### src/rtl/core/spq_pkg.sv
`timescale 1ns / 1ps
`default_nettype none
// ----------------------------------------------------------------------------
// spq_pkg: shared types and constants
// Transaction structs, action codes and the cell command for the sorted
// priority queue.
// ----------------------------------------------------------------------------
package spq_pkg;

  localparam int DATA_W           = 32;
  localparam int COUNT_OUT_W      = 5;
  localparam int DEFAULT_CAPACITY = 16;

  localparam logic [DATA_W-1:0] EMPTY_MARK = {DATA_W{1'b1}};

  // Action codes; the fourth code is a no-op
  localparam logic [1:0] ACT_INSERT   = 2'd0;
  localparam logic [1:0] ACT_POP      = 2'd1;
  localparam logic [1:0] ACT_CONTAINS = 2'd2;

  typedef struct packed {
    logic [1:0]               action;
    logic signed [DATA_W-1:0] value;
  } spq_in_t;

  typedef struct packed {
    logic signed [DATA_W-1:0] popped_value;
    logic                     popped_valid;
    logic                     found;
    logic                     overflow;
    logic signed [DATA_W-1:0] head_value;
    logic signed [DATA_W-1:0] tail_value;
    logic [COUNT_OUT_W-1:0]   entry_count;
  } spq_out_t;

  // Command broadcast to every cell
  typedef struct packed {
    logic                     ins;
    logic                     pop;
    logic signed [DATA_W-1:0] key;
  } spq_cmd_t;

endpackage
`default_nettype wire

### src/rtl/core/sorted_priority_queue_unit.sv
`timescale 1ns / 1ps
`default_nettype none
// ----------------------------------------------------------------------------
// sorted_priority_queue_unit: bounded min-first sorted queue
// Insert, pop-smallest and contains on a chain of CAPACITY cells.
// ----------------------------------------------------------------------------
// On accept, every cell of the chain is updated in parallel and the per-cell
// match bits are captured; in the evaluation state that follows, the match
// bits are folded into the found flag and the result register is loaded.
// A new request is taken once the state is back to idle and the result
// register is empty or draining, so no new transaction is taken before the
// last one is through its evaluation. Head comes from the first cell, tail and
// count from dedicated registers. An insert into a full queue is dropped
// and flagged as overflow.
module sorted_priority_queue_unit #(
  parameter int CAPACITY = spq_pkg::DEFAULT_CAPACITY
) (
  input  wire                clk,
  input  wire                rst,
  input  wire                req_valid,
  output logic               req_ready,
  input  wire spq_pkg::spq_in_t req,
  output logic               rsp_valid,
  input  wire                rsp_ready,
  output spq_pkg::spq_out_t  rsp
);
  import spq_pkg::*;

  localparam int CNT_W = $clog2(CAPACITY + 1);

  typedef enum logic [1:0] {
    S_IDLE = 2'b01,
    S_EVAL = 2'b10
  } state_t;

  state_t state;
  state_t state_next;

  logic                     accept;
  logic                     full;
  logic                     empty;
  logic                     do_ins;
  logic                     do_pop;
  spq_cmd_t                 cmd;
  logic [CNT_W-1:0]         count;
  logic signed [DATA_W-1:0] tail;
  logic signed [DATA_W-1:0] popped;
  logic                     pvalid;
  logic                     ovf;
  logic [CAPACITY-1:0]      match_q;

  logic signed [DATA_W-1:0] cell_val [CAPACITY];
  logic [CAPACITY-1:0]      cell_valid;
  logic [CAPACITY-1:0]      cell_gt;
  logic [CAPACITY-1:0]      cell_match;

  // Handshake and decode
  assign req_ready = (state == S_IDLE) && (!rsp_valid || rsp_ready);
  assign accept    = req_valid && req_ready;
  assign full      = (count == CNT_W'(CAPACITY));
  assign empty     = (count == '0);
  assign do_ins    = accept && (req.action == ACT_INSERT) && !full;
  assign do_pop    = accept && (req.action == ACT_POP) && !empty;

  assign cmd.ins = do_ins;
  assign cmd.pop = do_pop;
  assign cmd.key = req.value;

  // Cell chain
  for (genvar i = 0; i < CAPACITY; i++) begin : g_cell
    logic signed [DATA_W-1:0] lv;
    logic signed [DATA_W-1:0] rv;
    logic                     lvalid;
    logic                     lgt;
    logic                     rvalid;

    if (i == 0) begin : g_first
      assign lv     = '0;
      assign lvalid = 1'b1;
      assign lgt    = 1'b0;
    end else begin : g_inner_l
      assign lv     = cell_val[i-1];
      assign lvalid = cell_valid[i-1];
      assign lgt    = cell_gt[i-1];
    end

    if (i == CAPACITY - 1) begin : g_last
      assign rv     = '0;
      assign rvalid = 1'b0;
    end else begin : g_inner_r
      assign rv     = cell_val[i+1];
      assign rvalid = cell_valid[i+1];
    end

    spq_cell u_cell (
      .clk         (clk),
      .rst         (rst),
      .cmd         (cmd),
      .left_val    (lv),
      .left_valid  (lvalid),
      .left_gt     (lgt),
      .right_val   (rv),
      .right_valid (rvalid),
      .val         (cell_val[i]),
      .valid       (cell_valid[i]),
      .gt          (cell_gt[i]),
      .match       (cell_match[i])
    );
  end

  // Count and tail tracking
  always_ff @(posedge clk) begin
    if (rst) begin
      count <= '0;
    end else if (do_ins) begin
      count <= count + 1'b1;
    end else if (do_pop) begin
      count <= count - 1'b1;
    end
  end

  always_ff @(posedge clk) begin
    if (do_ins && (empty || !(tail > req.value))) begin
      tail <= req.value;
    end
  end

  // Per-transaction flags captured at accept
  always_ff @(posedge clk) begin
    if (accept) begin
      popped  <= do_pop ? cell_val[0] : EMPTY_MARK;
      pvalid  <= do_pop;
      ovf     <= (req.action == ACT_INSERT) && full;
      match_q <= (req.action == ACT_CONTAINS) ? cell_match : '0;
    end
  end

  // Sequencer
  always_comb begin
    state_next = state;
    case (state)
      S_IDLE:  if (accept) state_next = S_EVAL;
      S_EVAL:  state_next = S_IDLE;
      default: state_next = S_IDLE;
    endcase
  end

  always_ff @(posedge clk) begin
    if (rst) begin
      state <= S_IDLE;
    end else begin
      state <= state_next;
    end
  end

  // Result register
  always_ff @(posedge clk) begin
    if (rst) begin
      rsp_valid <= 1'b0;
    end else if (state == S_EVAL) begin
      rsp_valid <= 1'b1;
    end else if (rsp_ready) begin
      rsp_valid <= 1'b0;
    end
  end

  always_ff @(posedge clk) begin
    if (state == S_EVAL) begin
      rsp.popped_value <= popped;
      rsp.popped_valid <= pvalid;
      rsp.found        <= |match_q;
      rsp.overflow     <= ovf;
      rsp.head_value   <= empty ? EMPTY_MARK : cell_val[0];
      rsp.tail_value   <= empty ? EMPTY_MARK : tail;
      rsp.entry_count  <= COUNT_OUT_W'(count);
    end
  end

  // Checks
  a_count_bound: assert property (@(posedge clk) disable iff (rst)
    count <= CNT_W'(CAPACITY))
    else $error("entry count exceeds capacity");

  a_valid_count: assert property (@(posedge clk) disable iff (rst)
    $countones(cell_valid) == int'(count))
    else $error("cell valid bits disagree with entry count");

  a_rsp_source: assert property (@(posedge clk) disable iff (rst)
    $rose(rsp_valid) |-> $past(state == S_EVAL))
    else $error("result raised without an evaluation cycle");

  for (genvar k = 0; k < CAPACITY - 1; k++) begin : g_order_chk
    a_sorted: assert property (@(posedge clk) disable iff (rst)
      cell_valid[k+1] |-> (cell_valid[k] && !(cell_val[k] > cell_val[k+1])))
      else $error("chain out of order");
  end

endmodule
`default_nettype wire

### src/rtl/core/spq_cell.sv
`timescale 1ns / 1ps
`default_nettype none
// ----------------------------------------------------------------------------
// spq_cell: one slot of the sorted chain
// Holds one value and its valid bit; shifts right on insert, left on pop,
// and reports its compare and match results against the broadcast key.
// ----------------------------------------------------------------------------
module spq_cell (
  input  wire                              clk,
  input  wire                              rst,
  input  wire spq_pkg::spq_cmd_t           cmd,
  input  wire signed [spq_pkg::DATA_W-1:0] left_val,
  input  wire                              left_valid,
  input  wire                              left_gt,
  input  wire signed [spq_pkg::DATA_W-1:0] right_val,
  input  wire                              right_valid,
  output logic signed [spq_pkg::DATA_W-1:0] val,
  output logic                             valid,
  output logic                             gt,
  output logic                             match
);
  import spq_pkg::*;

  // Empty slots count as greater, so new values land after equal entries
  assign gt    = !valid || (val > cmd.key);
  assign match = valid && (val == cmd.key);

  // Valid bit: grows by one on insert, shrinks by one on pop
  always_ff @(posedge clk) begin
    if (rst) begin
      valid <= 1'b0;
    end else if (cmd.ins) begin
      valid <= valid | left_valid;
    end else if (cmd.pop) begin
      valid <= right_valid;
    end
  end

  // Value: take the key at the insertion point, the left value beyond it
  always_ff @(posedge clk) begin
    if (cmd.ins) begin
      if (gt && !left_gt) begin
        val <= cmd.key;
      end else if (gt) begin
        val <= left_val;
      end
    end else if (cmd.pop) begin
      val <= right_val;
    end
  end

endmodule
`default_nettype wire
### config.mk
export PLATFORM = sky130hd
export DESIGN_NAME = sorted_priority_queue_unit
export DESIGN_NICKNAME = d
export VERILOG_FILES = /design/src/rtl/core/spq_pkg.sv /design/src/rtl/core/sorted_priority_queue_unit.sv /design/src/rtl/core/spq_cell.sv
export SDC_FILE = /design/constraint.sdc
export NUM_CORES = 2
export LEC_CHECK = 0
export BUFFER_PORTS_ARGS = -buffer_cell sky130_fd_sc_hd__buf_2
export CAP_MARGIN = 10
export CORE_MARGIN = 10
export CORE_UTILIZATION = 45
export DETAILED_ROUTE_END_ITERATION = 8
export SLEW_MARGIN = 10
export SYNTH_ARGS = -nofsm -noshare
export SYNTH_HDL_FRONTEND = slang
export SYNTH_SLANG_ARGS = --single-unit
### constraint.sdc
create_clock -name clk -period 6.2 [get_ports clk]
set_clock_uncertainty 0.1 [all_clocks]
set_input_delay 1.24 -clock clk [delete_from_list [all_inputs] [get_ports clk]]
set_output_delay 1.24 -clock clk [all_outputs]
set_load 0.02 [all_outputs]
==> results.json <==
{
  "crit_chain": "buf_2 > inv_1 > buf_4 > ha_1 > nand4_1 > nor4_1 > nand2_1 > or3_1 > o2111ai_1 > o311a_1 > nand2_4 > mux2i_1 > o21ai_1",
  "yosys_warnings": 0,
  "clock_latency_ns": 0.67,
  "syn_avg_cell_area_sq_um": 10.6,
  "die_x_um": 340,
  "ys_seq_elements": 722,
  "core_area_sq_um": 102000,
  "drc": 0,
  "drive_gt1_frac": 0.117,
  "cp-end-kind": "flip-flop",
  "pin_count": 144,
  "cp.arrival_ns": 5.77,
  "r2r_slack_ns": 1.86,
  "rows": 117,
  "startpoint_type": "input pin",
  "power_density_nw_per_um2": 253,
  "start_util": 0.453,
  "power_mw": 12.9,
  "fill_cells": 9476,
  "yosysMostFrequentCell": "edfxtp_1",
  "p_seq_frac": 0.455,
  "cp-endpoint": "g_cell[11].u_cell.val[12]",
  "diodes": 0,
  "r2r_cells": 11,
  "pwr-share-clk": 0.394,
  "first_global_vias": 34500,
  "nets": 5038,
  "synth_ff_type": "edfxtp_1",
  "dieArea_sq_um": 115000,
  "yosysTopAreaCellShare": 0.456,
  "p_switching_mw": 3.62,
  "numCtsBuffers": 82,
  "cts.repair.resized": 0,
  "areaGrowthSynthToFinish_pct": 11.3,
  "drt-vias-per-instance": 5.98,
  "p_int_mw": 9.33,
  "clockBufferDepth": 3,
  "first_iter_violations": 3318,
  "combPwrFrac": 0.151,
  "period_needed_ns": 5.48,
  "hpwlAfterDp_um": 101000,
  "hold_violations": 0,
  "worstSetupPathType": "in2reg",
  "post-route-util": 0.504,
  "syn_inst": 4347,
  "worst_pin_slew_ns": 1.10,
  "port_buffers": 143,
  "crit_path_max_incr_delay_ns": 0.98,
  "via_count": 35200,
  "antenna_found_initial": 6,
  "synth_cell_types": 78,
  "synthTopCellsByArea": "edfxtp_1 46%, ha_1 15%, mux2i_1 8.1%",
  "place_inst": 5735,
  "wl_um": 136000,
  "dr.pass1.iters": 6,
  "rsz0062_at_grt": "false",
  "switching_share": 0.280,
  "clock.fmax_ghz": 0.182,
  "drv_cap": 0,
  "crit_slowest_cell": "nor4_1",
  "setup_viol": 0,
  "ys_async_sr_fraction": 0,
  "timing.setup.tns_ns": 0,
  "clk_pin_slew_ns": 0.06,
  "htreeDepth": 3,
  "grt_pass1_wl_um": 209000,
  "irDropWorstVdd_mv": 0.225,
  "timing.rr.start": "g_cell[2].u_cell.val[13]",
  "netlist_area_sq_um": 46000,
  "die_h_um": 340,
  "place.gp.congestion": 0.913,
  "post_cts_buffers": 0,
  "grtUsageTotal": 0.227,
  "final-max-slew-violation-count": 0,
  "required_ns": 6.48,
  "clock-sinks": 722,
  "slew-limit-headroom": 0.259,
  "overflow": 0,
  "ant_nets": 0,
  "cts_tree": "yes",
  "synth_edf_count": 698,
  "cts_hold_buf": 0,
  "fin_crit_sh": 0.885,
  "avgRoutedWirePerCell_um": 23.0,
  "status": "finished, final reports clean",
  "hold_slack_ns": 0.317,
  "p_leak_nw": 21.0,
  "startpoint": "req[31]",
  "timing.rr.end": "g_cell[3].u_cell.val[3]",
  "crit_fanout": 33,
  "synth.top_cells.by_count": "698 x edfxtp_1, 547 x ha_1, 479 x a21oi_1",
  "hold_class": "reg2reg",
  "stdcell_count": 5888,
  "grt_max_degree": 203,
  "cts-root-buf": "clkbuf_16",
  "syn_nets": 4933,
  "yosysSeqAreaShare": 0.466,
  "yosysTopAreaCell": "edfxtp_1"
}
-- kinds of logic after synthesis --
kind of cell	share of synthesized area
simple gates	0.127
compound gates	0.137
flops	0.466
fa+ha+maj	0.149
mux	0.0814
buf+inv	0.0376
xor+xnor	0.000762
-- cell usage in the layout, fill, tap and decap left out, types with 106 or more instances in the layout --
cell type  synthesis  routed
a21oi_1          479     479
buf_2             35     143
buf_4             26     139
edfxtp_1         698     698
ha_1             547     547
mux2i_1          374     374
nand2_1          463     462
nand4_1          106     106
nor2_1           288     286
o21ai_0          240     230
o21ai_1          119     119
-- sequential cells by signal, summed over array words and instances, names as in the netlist, 2 cells and up --
register / cells
g_cell.u_cell.val: 512
popped: 32
g_cell.u_cell.valid: 16
tail: 32
state: 2
rsp: 104
count: 5
match_q: 16
-- area by class of cell --
type                       instances  area, sq um  share of cell area
clock inverter                    50          536              0.0105
sequential                       722        21400               0.419
inverter                          81          312             0.00609
tap                             1368         1710              0.0335
clock buffer                     102         2250              0.0439
timing repair buffer             292         1970              0.0384
multi-input combinational       3273        23000               0.449
-- critical path, delay by kind of cell --
kind | cells | cell delay [ns]
muxes | 1 | 0.28
buffers and inverters | 3 | 1.01
adders and majority gates | 1 | 0.40
and+or+nand+nor | 5 | 2.22
AOI/OAI and AO/OA | 3 | 0.58
-- through the flow --
| stage | worst slack [ns] | area, sq um |
|---|---|---|
| 2_1_floorplan | 0.318 | 46000 |
| 3_3_place_gp | 0.127 | 48400 |
| 3_5_place_dp | 0.107 | 48400 |
| 4_1_cts | 0.804 | 51100 |
| 5_1_grt | 0.431 | 51200 |
| 6_report | 0.715 | 51200 |
-- worst min-delay path by stage --
stage / start / to / slack (ns) / depth (start not counted)
finish: popped[18] / rsp[90] / 0.32 / 0
global route: popped[12] / rsp[84] / 0.32 / 0
CTS: popped[9] / rsp[81] / 0.32 / 0
detailed placement: popped[28] / rsp[100] / 0.30 / 0
global placement: popped[20] / rsp[92] / 0.30 / 0
floorplan: popped[28] / rsp[100] / 0.30 / 0
-- power by group through the flow --
stage	Clock, mW	Combinational (mW)	Sequential (mW)
after floorplan	0	1.35	5.91
after global placement	0	1.87	5.99
after detailed placement	0	1.93	5.99
after CTS	5.19	1.94	5.89
after global routing	5.36	2.19	5.91
final	5.10	1.96	5.89
-- metal layers --
metal,GRT usage,vias to the layer above,share of wire
li1,-,16600,-
met1,0.322,17400,0.46
met5,0,-,0
met3,0.0380,163,0.067
met4,0.0525,0,0.021
met2,0.360,1033,0.46
No activity file was read; power rests on OpenSTA's default activity.
